==> src/hdl/qpps_pkg.sv <==
// Shared types, constants and the quadrature step table for the position servo.
// Used by every other file of the block; depends on nothing.
package qpps_pkg;

  localparam int unsigned AB_W        = 2;
  localparam int unsigned CMD_W       = 8;
  localparam int unsigned GAIN_W      = 8;
  localparam int unsigned DUTY_W      = 8;
  localparam int unsigned CFG_W       = 8;
  localparam int unsigned CFG_IDX_W   = 2;
  localparam int unsigned POS_OUT_W   = 32;
  localparam int unsigned STEP_PROD_W = 17;

  localparam logic [CFG_W-1:0] RESET_PROP_GAIN     = 8'd5;
  localparam logic [CFG_W-1:0] RESET_DERIV_GAIN    = 8'd23;
  localparam logic [CFG_W-1:0] RESET_DUTY_LIMIT    = 8'd255;
  localparam logic [CFG_W-1:0] RESET_SETPOINT_STEP = 8'd5;

  typedef enum logic [1:0] {
    ACT_ENC_INIT   = 2'd0,
    ACT_ENC_SAMPLE = 2'd1,
    ACT_CTRL_TICK  = 2'd2,
    ACT_SERVO_CMD  = 2'd3
  } action_e;

  typedef enum logic [CFG_IDX_W-1:0] {
    CFG_PROP_GAIN     = 2'd0,
    CFG_DERIV_GAIN    = 2'd1,
    CFG_DUTY_LIMIT    = 2'd2,
    CFG_SETPOINT_STEP = 2'd3
  } cfg_idx_e;

  typedef enum logic [1:0] {
    QUAD_HOLD = 2'd0,
    QUAD_UP   = 2'd1,
    QUAD_DOWN = 2'd2
  } quad_step_e;

  typedef struct packed {
    action_e                 action;
    logic [AB_W-1:0]         encoder_ab;
    logic                    servo_enable;
    logic signed [CMD_W-1:0] command;
  } item_t;

  typedef struct packed {
    logic     valid;
    item_t    item;
  } stage_t;

  typedef struct packed {
    logic [GAIN_W-1:0] prop_gain;
    logic [GAIN_W-1:0] deriv_gain;
    logic [DUTY_W-1:0] duty_limit;
    logic [CFG_W-1:0]  setpoint_step;
  } cfg_t;

  // Only moves to an adjacent phase count; repeats and two-phase jumps hold.
  function automatic quad_step_e quad_step(logic [AB_W-1:0] phase, logic [AB_W-1:0] ab);
    quad_step_e s;
    unique case ({phase, ab})
      4'b0001: s = QUAD_DOWN;
      4'b0010: s = QUAD_UP;
      4'b0100: s = QUAD_UP;
      4'b0111: s = QUAD_DOWN;
      4'b1000: s = QUAD_DOWN;
      4'b1011: s = QUAD_UP;
      4'b1110: s = QUAD_DOWN;
      4'b1101: s = QUAD_UP;
      default: s = QUAD_HOLD;
    endcase
    return s;
  endfunction

endpackage

==> src/hdl/qpps_if.sv <==
// Valid/ready channel interfaces for the servo's event input and result output.
// Depends on qpps_pkg for field widths.
interface qpps_in_if;
  logic                               valid;
  logic                               ready;
  logic [qpps_pkg::AB_W-1:0]          action;
  logic [qpps_pkg::AB_W-1:0]          encoder_ab;
  logic                               servo_enable;
  logic signed [qpps_pkg::CMD_W-1:0]  command;

  modport source (output valid, action, encoder_ab, servo_enable, command, input ready);
  modport sink   (input valid, action, encoder_ab, servo_enable, command, output ready);
endinterface

interface qpps_out_if;
  logic                                  valid;
  logic                                  ready;
  logic [qpps_pkg::DUTY_W-1:0]           drive_forward;
  logic [qpps_pkg::DUTY_W-1:0]           drive_reverse;
  logic signed [qpps_pkg::POS_OUT_W-1:0] position;

  modport source (output valid, drive_forward, drive_reverse, position, input ready);
  modport sink   (input valid, drive_forward, drive_reverse, position, output ready);
endinterface

==> src/hdl/quadrature_pd_position_servo_core.sv <==
// Quadrature encoder PD position servo, top level: configuration registers,
// input register stage and servo state. Depends on qpps_pkg and qpps_if.
// An accepted event waits in the input register until the state stage takes it; the result
// register loads as the event is taken and offers the result from then on.
// Throughput: one event per cycle while the result channel is not stalled; the limit is the
// combinational path through the two gain multipliers, the response add and the duty clamp.
// Reset: asynchronous, clears all servo state to zero and loads the default gains, duty limit and setpoint step.
module quadrature_pd_position_servo_core #(
  parameter int unsigned POSITION_BITS = 32
) (
  input  logic                                clk_i,
  input  logic                                rst_ni,
  input  logic                                cfg_we_i,
  input  logic [qpps_pkg::CFG_IDX_W-1:0]      cfg_idx_i,
  input  logic [qpps_pkg::CFG_W-1:0]          cfg_data_i,
  qpps_in_if.sink                             in_i,
  qpps_out_if.source                          out_o
);

  qpps_pkg::cfg_t   cfg_q, cfg_d;
  qpps_pkg::item_t  in_item;
  qpps_pkg::stage_t stage;
  logic             take;

  always_comb begin
    cfg_d = cfg_q;
    if (cfg_we_i) begin
      unique case (qpps_pkg::cfg_idx_e'(cfg_idx_i))
        qpps_pkg::CFG_PROP_GAIN:     cfg_d.prop_gain     = cfg_data_i;
        qpps_pkg::CFG_DERIV_GAIN:    cfg_d.deriv_gain    = cfg_data_i;
        qpps_pkg::CFG_DUTY_LIMIT:    cfg_d.duty_limit    = cfg_data_i;
        qpps_pkg::CFG_SETPOINT_STEP: cfg_d.setpoint_step = cfg_data_i;
        default: begin
        end
      endcase
    end
  end

  always_ff @(posedge clk_i or negedge rst_ni) begin
    if (!rst_ni) begin
      cfg_q.prop_gain     <= qpps_pkg::RESET_PROP_GAIN;
      cfg_q.deriv_gain    <= qpps_pkg::RESET_DERIV_GAIN;
      cfg_q.duty_limit    <= qpps_pkg::RESET_DUTY_LIMIT;
      cfg_q.setpoint_step <= qpps_pkg::RESET_SETPOINT_STEP;
    end else begin
      cfg_q <= cfg_d;
    end
  end

  assign in_item.action       = qpps_pkg::action_e'(in_i.action);
  assign in_item.encoder_ab   = in_i.encoder_ab;
  assign in_item.servo_enable = in_i.servo_enable;
  assign in_item.command      = in_i.command;

  qpps_in_reg u_in_reg (
    .clk_i   (clk_i),
    .rst_ni  (rst_ni),
    .valid_i (in_i.valid),
    .item_i  (in_item),
    .ready_o (in_i.ready),
    .take_i  (take),
    .stage_o (stage)
  );

  qpps_servo_state #(.POSITION_BITS(POSITION_BITS)) u_servo_state (
    .clk_i       (clk_i),
    .rst_ni      (rst_ni),
    .stage_i     (stage),
    .take_o      (take),
    .cfg_i       (cfg_q),
    .out_ready_i (out_o.ready),
    .out_valid_o (out_o.valid),
    .fwd_o       (out_o.drive_forward),
    .rev_o       (out_o.drive_reverse),
    .position_o  (out_o.position)
  );

endmodule

==> src/hdl/qpps_in_reg.sv <==
// Input register stage: holds one event transaction until the state stage takes it.
// Depends on qpps_pkg for the item and stage types.
module qpps_in_reg (
  input  logic             clk_i,
  input  logic             rst_ni,
  input  logic             valid_i,
  input  qpps_pkg::item_t  item_i,
  output logic             ready_o,
  input  logic             take_i,
  output qpps_pkg::stage_t stage_o
);

  logic            valid_q, valid_d;
  qpps_pkg::item_t item_q;

  assign ready_o = !valid_q || take_i;

  always_comb begin
    valid_d = valid_q;
    if (ready_o) begin
      valid_d = valid_i;
    end
  end

  always_ff @(posedge clk_i or negedge rst_ni) begin
    if (!rst_ni) begin
      valid_q <= 1'b0;
    end else begin
      valid_q <= valid_d;
    end
  end

  always_ff @(posedge clk_i) begin
    if (valid_i && ready_o) begin
      item_q <= item_i;
    end
  end

  assign stage_o.valid = valid_q;
  assign stage_o.item  = item_q;

endmodule

==> src/hdl/qpps_pd_law.sv <==
// PD control law: error, derivative, exact response, clamp and forward/reverse split.
// Purely combinational; depends on qpps_pkg for the configuration type.
module qpps_pd_law #(
  parameter int unsigned POSITION_BITS = 32
) (
  input  logic signed [POSITION_BITS-1:0]  target_i,
  input  logic signed [POSITION_BITS-1:0]  tick_i,
  input  logic signed [POSITION_BITS-1:0]  prev_err_i,
  input  qpps_pkg::cfg_t                   cfg_i,
  output logic signed [POSITION_BITS-1:0]  err_o,
  output logic [qpps_pkg::DUTY_W-1:0]      fwd_o,
  output logic [qpps_pkg::DUTY_W-1:0]      rev_o
);

  localparam int unsigned DW = POSITION_BITS + 1;
  // Error times a 9-bit signed gain plus derivative times a 9-bit signed gain.
  localparam int unsigned RW = POSITION_BITS + 11;

  logic signed [POSITION_BITS-1:0] err;
  logic signed [DW-1:0]            deriv;
  logic signed [RW-1:0]            p_term, d_term, resp;
  logic [RW-1:0]                   mag;
  logic [qpps_pkg::DUTY_W-1:0]     sat;
  logic                            neg;

  always_comb begin
    err    = target_i + tick_i;
    deriv  = DW'(err) - DW'(prev_err_i);
    p_term = RW'(err) * RW'($signed({1'b0, cfg_i.prop_gain}));
    d_term = RW'(deriv) * RW'($signed({1'b0, cfg_i.deriv_gain}));
    resp   = p_term + d_term;
    neg    = resp[RW-1];
    mag    = neg ? unsigned'(-resp) : unsigned'(resp);
    sat    = (mag > RW'(cfg_i.duty_limit)) ? cfg_i.duty_limit : mag[qpps_pkg::DUTY_W-1:0];
  end

  assign err_o = err;
  assign fwd_o = neg ? '0 : sat;
  assign rev_o = neg ? sat : '0;

endmodule

==> src/hdl/qpps_servo_state.sv <==
// Servo state and result register: quadrature count, setpoint, last error, duties.
// Depends on qpps_pkg and instantiates qpps_pd_law.
module qpps_servo_state #(
  parameter int unsigned POSITION_BITS = 32
) (
  input  logic                                  clk_i,
  input  logic                                  rst_ni,
  input  qpps_pkg::stage_t                      stage_i,
  output logic                                  take_o,
  input  qpps_pkg::cfg_t                        cfg_i,
  input  logic                                  out_ready_i,
  output logic                                  out_valid_o,
  output logic [qpps_pkg::DUTY_W-1:0]           fwd_o,
  output logic [qpps_pkg::DUTY_W-1:0]           rev_o,
  output logic signed [qpps_pkg::POS_OUT_W-1:0] position_o
);

  localparam int unsigned SPW = qpps_pkg::STEP_PROD_W;
  localparam int unsigned POW = qpps_pkg::POS_OUT_W;
  localparam int unsigned PB  = POSITION_BITS;

  logic [qpps_pkg::AB_W-1:0]   phase_q, phase_d;
  logic signed [PB-1:0]        tick_q, tick_d;
  logic signed [PB-1:0]        target_q, target_d;
  logic signed [PB-1:0]        prev_err_q, prev_err_d;
  logic [qpps_pkg::DUTY_W-1:0] fwd_q, fwd_d, rev_q, rev_d;
  logic                        out_valid_q, out_valid_d;

  logic signed [PB-1:0]        pd_err;
  logic [qpps_pkg::DUTY_W-1:0] pd_fwd, pd_rev;
  logic signed [SPW-1:0]       step_prod;
  logic signed [PB-1:0]        neg_tick;
  qpps_pkg::quad_step_e        qstep;
  qpps_pkg::item_t             item;

  assign item   = stage_i.item;
  // The state only moves when the result register is free, so the duty and
  // count registers double as the output payload.
  assign take_o = stage_i.valid && (!out_valid_q || out_ready_i);

  qpps_pd_law #(.POSITION_BITS(POSITION_BITS)) u_pd_law (
    .target_i   (target_q),
    .tick_i     (tick_q),
    .prev_err_i (prev_err_q),
    .cfg_i      (cfg_i),
    .err_o      (pd_err),
    .fwd_o      (pd_fwd),
    .rev_o      (pd_rev)
  );

  assign qstep     = qpps_pkg::quad_step(phase_q, item.encoder_ab);
  assign step_prod = SPW'($signed({1'b0, cfg_i.setpoint_step})) * SPW'(item.command);

  always_comb begin
    phase_d    = phase_q;
    tick_d     = tick_q;
    target_d   = target_q;
    prev_err_d = prev_err_q;
    fwd_d      = fwd_q;
    rev_d      = rev_q;
    if (take_o) begin
      unique case (item.action)
        qpps_pkg::ACT_ENC_INIT: begin
          phase_d = item.encoder_ab;
          tick_d  = '0;
        end
        qpps_pkg::ACT_ENC_SAMPLE: begin
          unique case (qstep)
            qpps_pkg::QUAD_UP: begin
              phase_d = item.encoder_ab;
              tick_d  = tick_q + PB'(1);
            end
            qpps_pkg::QUAD_DOWN: begin
              phase_d = item.encoder_ab;
              tick_d  = tick_q - PB'(1);
            end
            default: begin
            end
          endcase
        end
        qpps_pkg::ACT_CTRL_TICK: begin
          prev_err_d = pd_err;
          fwd_d      = pd_fwd;
          rev_d      = pd_rev;
        end
        qpps_pkg::ACT_SERVO_CMD: begin
          if (!item.servo_enable) begin
            fwd_d    = '0;
            rev_d    = '0;
            tick_d   = '0;
            target_d = '0;
          end else begin
            // The product always fits in 16 bits, so extending it to the
            // position width is exact.
            target_d = target_q + PB'(step_prod);
          end
        end
        default: begin
        end
      endcase
    end
  end

  always_comb begin
    out_valid_d = out_valid_q;
    if (take_o) begin
      out_valid_d = 1'b1;
    end else if (out_ready_i) begin
      out_valid_d = 1'b0;
    end
  end

  always_ff @(posedge clk_i or negedge rst_ni) begin
    if (!rst_ni) begin
      phase_q     <= '0;
      tick_q      <= '0;
      target_q    <= '0;
      prev_err_q  <= '0;
      fwd_q       <= '0;
      rev_q       <= '0;
      out_valid_q <= 1'b0;
    end else begin
      phase_q     <= phase_d;
      tick_q      <= tick_d;
      target_q    <= target_d;
      prev_err_q  <= prev_err_d;
      fwd_q       <= fwd_d;
      rev_q       <= rev_d;
      out_valid_q <= out_valid_d;
    end
  end

  assign neg_tick    = -tick_q;
  assign out_valid_o = out_valid_q;
  assign fwd_o       = fwd_q;
  assign rev_o       = rev_q;
  assign position_o  = POW'(neg_tick);

  a_duty_exclusive: assert property (@(posedge clk_i) disable iff (!rst_ni)
    !(fwd_q != '0 && rev_q != '0))
    else $error("forward and reverse duty are both nonzero");

  a_disable_clears: assert property (@(posedge clk_i) disable iff (!rst_ni)
    take_o && item.action == qpps_pkg::ACT_SERVO_CMD && !item.servo_enable
    |=> tick_q == '0 && target_q == '0 && fwd_q == '0 && rev_q == '0)
    else $error("servo disable did not clear count, setpoint and duties");

  a_hold_keeps_count: assert property (@(posedge clk_i) disable iff (!rst_ni)
    take_o && item.action == qpps_pkg::ACT_ENC_SAMPLE && qstep == qpps_pkg::QUAD_HOLD
    |=> $stable(tick_q) && $stable(phase_q))
    else $error("ignored encoder sample changed the count or phase");

  a_stall_holds_state: assert property (@(posedge clk_i) disable iff (!rst_ni)
    out_valid_q && !out_ready_i |=> $stable(tick_q) && $stable(fwd_q) && $stable(rev_q))
    else $error("state moved while a result transaction was stalled");

endmodule

==> src/flat_wrapper.sv <==
// flat-port wrapper written by rule: the top's interface ports become plain ports
module quadrature_pd_position_servo_core_flat 
#(
  parameter int unsigned POSITION_BITS = 32
)
  (clk_i, rst_ni, cfg_we_i, cfg_idx_i, cfg_data_i, in_i_valid, in_i_action, in_i_encoder_ab, in_i_servo_enable, in_i_command, in_i_ready, out_o_valid, out_o_drive_forward, out_o_drive_reverse, out_o_position, out_o_ready);
  qpps_in_if in_i_i ();
  qpps_out_if out_o_i ();
  input  logic clk_i;
  input  logic rst_ni;
  input  logic cfg_we_i;
  input  logic [qpps_pkg::CFG_IDX_W-1:0] cfg_idx_i;
  input  logic [qpps_pkg::CFG_W-1:0] cfg_data_i;
  input wire logic [$bits(in_i_i.valid)-1:0] in_i_valid;
  input wire logic [$bits(in_i_i.action)-1:0] in_i_action;
  input wire logic [$bits(in_i_i.encoder_ab)-1:0] in_i_encoder_ab;
  input wire logic [$bits(in_i_i.servo_enable)-1:0] in_i_servo_enable;
  input wire logic [$bits(in_i_i.command)-1:0] in_i_command;
  output wire logic [$bits(in_i_i.ready)-1:0] in_i_ready;
  output wire logic [$bits(out_o_i.valid)-1:0] out_o_valid;
  output wire logic [$bits(out_o_i.drive_forward)-1:0] out_o_drive_forward;
  output wire logic [$bits(out_o_i.drive_reverse)-1:0] out_o_drive_reverse;
  output wire logic [$bits(out_o_i.position)-1:0] out_o_position;
  input wire logic [$bits(out_o_i.ready)-1:0] out_o_ready;
  assign in_i_i.valid = in_i_valid;
  assign in_i_i.action = in_i_action;
  assign in_i_i.encoder_ab = in_i_encoder_ab;
  assign in_i_i.servo_enable = in_i_servo_enable;
  assign in_i_i.command = in_i_command;
  assign in_i_ready = in_i_i.ready;
  assign out_o_valid = out_o_i.valid;
  assign out_o_drive_forward = out_o_i.drive_forward;
  assign out_o_drive_reverse = out_o_i.drive_reverse;
  assign out_o_position = out_o_i.position;
  assign out_o_i.ready = out_o_ready;
  quadrature_pd_position_servo_core #(.POSITION_BITS(POSITION_BITS)) u_core (.clk_i(clk_i), .rst_ni(rst_ni), .cfg_we_i(cfg_we_i), .cfg_idx_i(cfg_idx_i), .cfg_data_i(cfg_data_i), .in_i(in_i_i), .out_o(out_o_i));
endmodule
==> config.mk <==
export PLATFORM = sky130hd
export DESIGN_NAME = quadrature_pd_position_servo_core_flat
export DESIGN_NICKNAME = d
export VERILOG_FILES = /design/src/hdl/qpps_pkg.sv /design/src/hdl/qpps_if.sv /design/src/hdl/quadrature_pd_position_servo_core.sv /design/src/hdl/qpps_in_reg.sv /design/src/hdl/qpps_pd_law.sv /design/src/hdl/qpps_servo_state.sv /design/src/flat_wrapper.sv
export SDC_FILE = /design/constraint.sdc
export NUM_CORES = 2
export LEC_CHECK = 0
export ABC_AREA = 1
export BUFFER_PORTS_ARGS = -buffer_cell sky130_fd_sc_hd__buf_4
export CORE_ASPECT_RATIO = 0.8
export CORE_MARGIN = 2
export CORE_UTILIZATION = 60
export CTS_CLUSTER_DIAMETER = 120
export DETAILED_ROUTE_END_ITERATION = 6
export PLACE_DENSITY_LB_ADDON = 0.25
export SLEW_MARGIN = 20
export SYNTH_ARGS = -nofsm -noshare
export SYNTH_HDL_FRONTEND = slang
export SYNTH_SLANG_ARGS = --single-unit
==> constraint.sdc <==
create_clock -name clk_i -period 11.49 [get_ports clk_i]
set_clock_uncertainty 0.05 [all_clocks]
set_input_delay 1.149 -clock clk_i [delete_from_list [all_inputs] [get_ports clk_i]]
set_output_delay 1.149 -clock clk_i [all_outputs]
set_load 0.02 [all_outputs]
==> metrics.txt <==
# TYPE chip_impl_metric gauge
chip_impl_metric{name="syn_area_per_cell",unit="um2"} 7.07
chip_impl_info{name="timing.rr.end",value="u_core.u_servo_state.fwd_o[5]"} 1
chip_impl_metric{name="synth.yosys.warnings",unit=""} 0
chip_impl_info{name="critical-path-top-delay-family",value="adder cells"} 1
chip_impl_metric{name="finalCritPeriodShare",unit="%"} 101
chip_impl_metric{name="place_hpwl",unit="mm"} 95.1
chip_impl_metric{name="drt-initial-drc-count",unit=""} 2989
chip_impl_metric{name="finalMaxSlewViolations",unit=""} 0
chip_impl_metric{name="initial_antenna_violation_count",unit=""} 1
chip_impl_metric{name="post_synth_inst_count",unit=""} 5303
chip_impl_metric{name="arrival",unit="ns"} 12.02
chip_impl_metric{name="slew_headroom",unit="%"} 26.3
chip_impl_info{name="crit_path_end_kind",value="flop"} 1
chip_impl_info{name="path_class_of_the_lowest_slack_min_delay_path",value="flop to flop"} 1
chip_impl_metric{name="dr.pass1.iters",unit=""} 6
chip_impl_metric{name="layout_setup_ws",unit="ns"} -0.169
chip_impl_info{name="worst_path_most_repeated_cell",value="nand2_1"} 1
chip_impl_metric{name="clock_tree.htree_level_count",unit=""} 4
chip_impl_metric{name="antenna_violating_nets_post_route",unit=""} 0
chip_impl_metric{name="floorplan.io_pins",unit=""} 78
chip_impl_metric{name="drv_cap",unit=""} 0
chip_impl_metric{name="core.rowCount",unit=""} 81
chip_impl_metric{name="globalplace.congestion",unit=""} 1.09
chip_impl_info{name="critPathLaunchType",value="flop"} 1
chip_impl_metric{name="number_of_flops_mapped_to_enable_cells_by_yosys",unit=""} 13
chip_impl_metric{name="drt_drc_violations_left",unit=""} 0
chip_impl_info{name="timing.hold.worst_endpoint",value="u_core.cfg_q[14]"} 1
chip_impl_metric{name="cts_max_path_buffers",unit=""} 2
chip_impl_metric{name="worst_r2r_path_depth",unit=""} 75
chip_impl_metric{name="portBuffers",unit=""} 77
chip_impl_metric{name="cp_max_fo",unit=""} 8
chip_impl_metric{name="critical_path_required",unit="ns"} 11.85
chip_impl_metric{name="final_cell_area",unit="um2"} 44100
chip_impl_metric{name="via_count_of_the_first_global_routing_pass",unit=""} 35600
chip_impl_metric{name="drt-wirelength-per-cell",unit="um"} 17.3
chip_impl_metric{name="final_layout_size_suffix_gt1_share",unit="%"} 15.4
chip_impl_metric{name="cts_made_buffers",unit=""} 17
chip_impl_metric{name="fin_util",unit="%"} 71.7
chip_impl_metric{name="clkSinkCount",unit=""} 161
chip_impl_metric{name="final_period_minus_worst_setup_slack",unit="ns"} 11.66
chip_impl_metric{name="synth_seq_area_share",unit="%"} 11.0
chip_impl_info{name="criticalPathCategory",value="flop to flop"} 1
chip_impl_info{name="final_cell_mix",value="nand2_1 (1173), inv_1 (1130), nor2_1 (566), buf_4 (551), fa_1 (455)"} 1
chip_impl_metric{name="synth_nets",unit=""} 6208
chip_impl_info{name="hold_start",value="u_core.cfg_q[14]"} 1
chip_impl_metric{name="skew_pair_late_insertion_delay",unit="ns"} 0.48
chip_impl_metric{name="syn2layout_area_growth",unit="%"} 17.6
chip_impl_info{name="r2r_start",value="u_core.u_servo_state.target_q[3]"} 1
chip_impl_metric{name="synth.ff_latch_count",unit=""} 161
chip_impl_metric{name="initial_utilization",unit="%"} 61.0
chip_impl_info{name="cts_tree",value="done"} 1
chip_impl_metric{name="hold_violations",unit=""} 0
chip_impl_metric{name="clkSlewWorstSetupHoldPaths",unit="ns"} 0.08
chip_impl_metric{name="via_count",unit=""} 36400
chip_impl_metric{name="max_stage_delay",unit="ns"} 0.60
chip_impl_info{name="worst_path_max_delay_cell",value="fa_1"} 1
chip_impl_metric{name="groute.usage.overall",unit="%"} 35.8
chip_impl_info{name="postSynth.topFlopCell",value="dfrtp_1"} 1
chip_impl_metric{name="die_area",unit="um2"} 64500
chip_impl_metric{name="overflow_left_after_global_routing",unit=""} 0
chip_impl_metric{name="setup_total_negative_slack",unit="ns"} -2.35
chip_impl_metric{name="detailed_place.area",unit="um2"} 42100
chip_impl_metric{name="n_fill_cell",unit=""} 5115
chip_impl_info{name="outcome",value="complete, but fails checks"} 1
chip_impl_metric{name="async_reset_ff_share",unit="%"} 91.9
chip_impl_metric{name="post_synthesis_instance_area",unit="um2"} 37500
chip_impl_metric{name="die_h",unit="um"} 228
chip_impl_metric{name="antenna_cells_inserted",unit=""} 0
chip_impl_info{name="violations",value="setup timing"} 1
chip_impl_info{name="final_common_cell",value="nand2_1"} 1
chip_impl_metric{name="die_w",unit="um"} 283
chip_impl_info{name="worst_setup_path_startpoint",value="u_core.u_servo_state.target_q[3]"} 1
chip_impl_info{name="clock_tree.root_cell",value="clkbuf_16"} 1
chip_impl_metric{name="grt_start_max_net_pins",unit=""} 87
chip_impl_metric{name="holdPathStages",unit=""} 2
chip_impl_metric{name="synth.lib_cells_used.distinct",unit=""} 56
chip_impl_metric{name="viasPerCell",unit=""} 5.49
chip_impl_info{name="rsz0062_at_grt",value="yes"} 1
chip_impl_metric{name="grt_first_pass_wirelength",unit="mm"} 183
chip_impl_metric{name="cp_bufs_invs",unit=""} 13
chip_impl_metric{name="finalSetupViolations",unit=""} 16
chip_impl_metric{name="max_slew.worst_pin.slew",unit="ns"} 1.10
chip_impl_metric{name="floorplan_core_area",unit="um2"} 61400
chip_impl_metric{name="rrSetupSlack",unit="ns"} -0.17
chip_impl_metric{name="clock.fmax",unit="GHz"} 0.0858
chip_impl_metric{name="wl",unit="mm"} 115
chip_impl_metric{name="nets",unit=""} 6688
-- per-stage QoR --
step           instances  worst slack [ns]  hold WS, ns
4_1_cts             6613          -0.00117        0.446
6_report            6626            -0.169        0.443
5_1_grt             6626            -0.766        0.471
3_3_place_gp        6556            -0.346        0.418
2_1_floorplan       5303            0.0102        0.403
3_5_place_dp        6556            -0.542        0.424
-- worst min-delay path: cells and delay by family (launching register included) --
kind	cells	cell delay [ns]
AND/OR/NAND/NOR	1	0.05
AO/OA/AOI/OAI	1	0.07
flip-flops	1	0.38
-- area by class of cell --
| class | instances | area (um2) | area share (%) |
|---|---|---|---|
| clock buffer | 18 | 450 | 1.02 |
| clock inverter | 14 | 154 | 0.349 |
| inverter | 1150 | 4320 | 9.80 |
| multi-input combinational | 3898 | 29800 | 67.6 |
| sequential | 161 | 4120 | 9.34 |
| tap | 830 | 1040 | 2.36 |
| timing repair buffer | 555 | 4190 | 9.51 |
-- kinds of logic (layout without fill, tap and decap cells) --
kind of cell               count (synthesis)  count (layout)  share of synthesized area [%]
muxes                                      2               2                         0.0601
DFF                                      161             161                           11.0
AOI/OAI and AO/OA                        720             720                           10.4
xor gates and xnor gates                 183             183                           4.30
buffers and inverters                   1244            1737                           12.6
adders and majority gates                877             877                           38.4
and+or+nand+nor                         2116            2116                           23.3
-- layer usage --
| metal | GRT usage, % | wire length, um | vias to the layer above |
|---|---|---|---|
| li1 | - | - | 17300 |
| met1 | 48.3 | 48500 | 17300 |
| met2 | 59.3 | 52700 | 1435 |
| met3 | 5.27 | 9700 | 251 |
| met4 | 12.3 | 4000 | 0 |
| met5 | 0 | 0 | - |
-- flip-flops by register name, indices dropped and copies added, names as in the netlist --
signal                            flops
u_core.u_servo_state.out_valid_o      1
u_core.u_servo_state.rev_o            8
u_core.u_servo_state.fwd_o            8
u_core.u_in_reg.valid_q               1
u_core.u_servo_state.target_q        32
u_core.u_servo_state.tick_q          32
u_core.u_servo_state.phase_q          2
u_core.cfg_q                         32
u_core.u_in_reg.stage_o              13
u_core.u_servo_state.prev_err_q      32
-- Yosys cell counts (all sizes together), types with 16 or more instances --
library cell	instances	area, um2
nand2	1230	4690
inv	1146	4300
nor2	601	2350
fa	457	9150
ha	420	5260
a21oi	303	1520
o21ai	286	1440
nand3	166	926
dfrtp	132	3300
xor2	111	972
clkbuf	82	308
xnor2	72	638
nand4	40	250
a31oi	33	206
nor3	31	165
nand3b	19	146
o21a	19	143
a21boi	18	139
dfstp	16	420
o22ai	16	100
or2	16	103
-- how the worst max path moves through the flow --
| stage | endpoint | slack (ns) | cells after the start |
|---|---|---|---|
| floorplan | u_core.u_servo_state.fwd_o[1] | 0.01 | 76 |
| global placement | u_core.u_servo_state.rev_o[2] | -0.35 | 75 |
| detailed placement | u_core.u_servo_state.rev_o[1] | -0.54 | 74 |
| CTS | u_core.u_servo_state.fwd_o[1] | -0.001 | 72 |
| global route | u_core.u_servo_state.fwd_o[3] | -0.77 | 71 |
| finish | u_core.u_servo_state.fwd_o[5] | -0.17 | 75 |
-- timing repair --
action / 4_1_cts / 5_1_grt
setup endpoints to repair: 16 / 16
resized for setup: 83 / 149
hold buffers: 0 / 0
pin swaps: 52 / 110
buffers inserted: 25 / 13
Power is not shown: default switching activity piles up to over one toggle a cycle in this logic, so the estimate is an artifact.
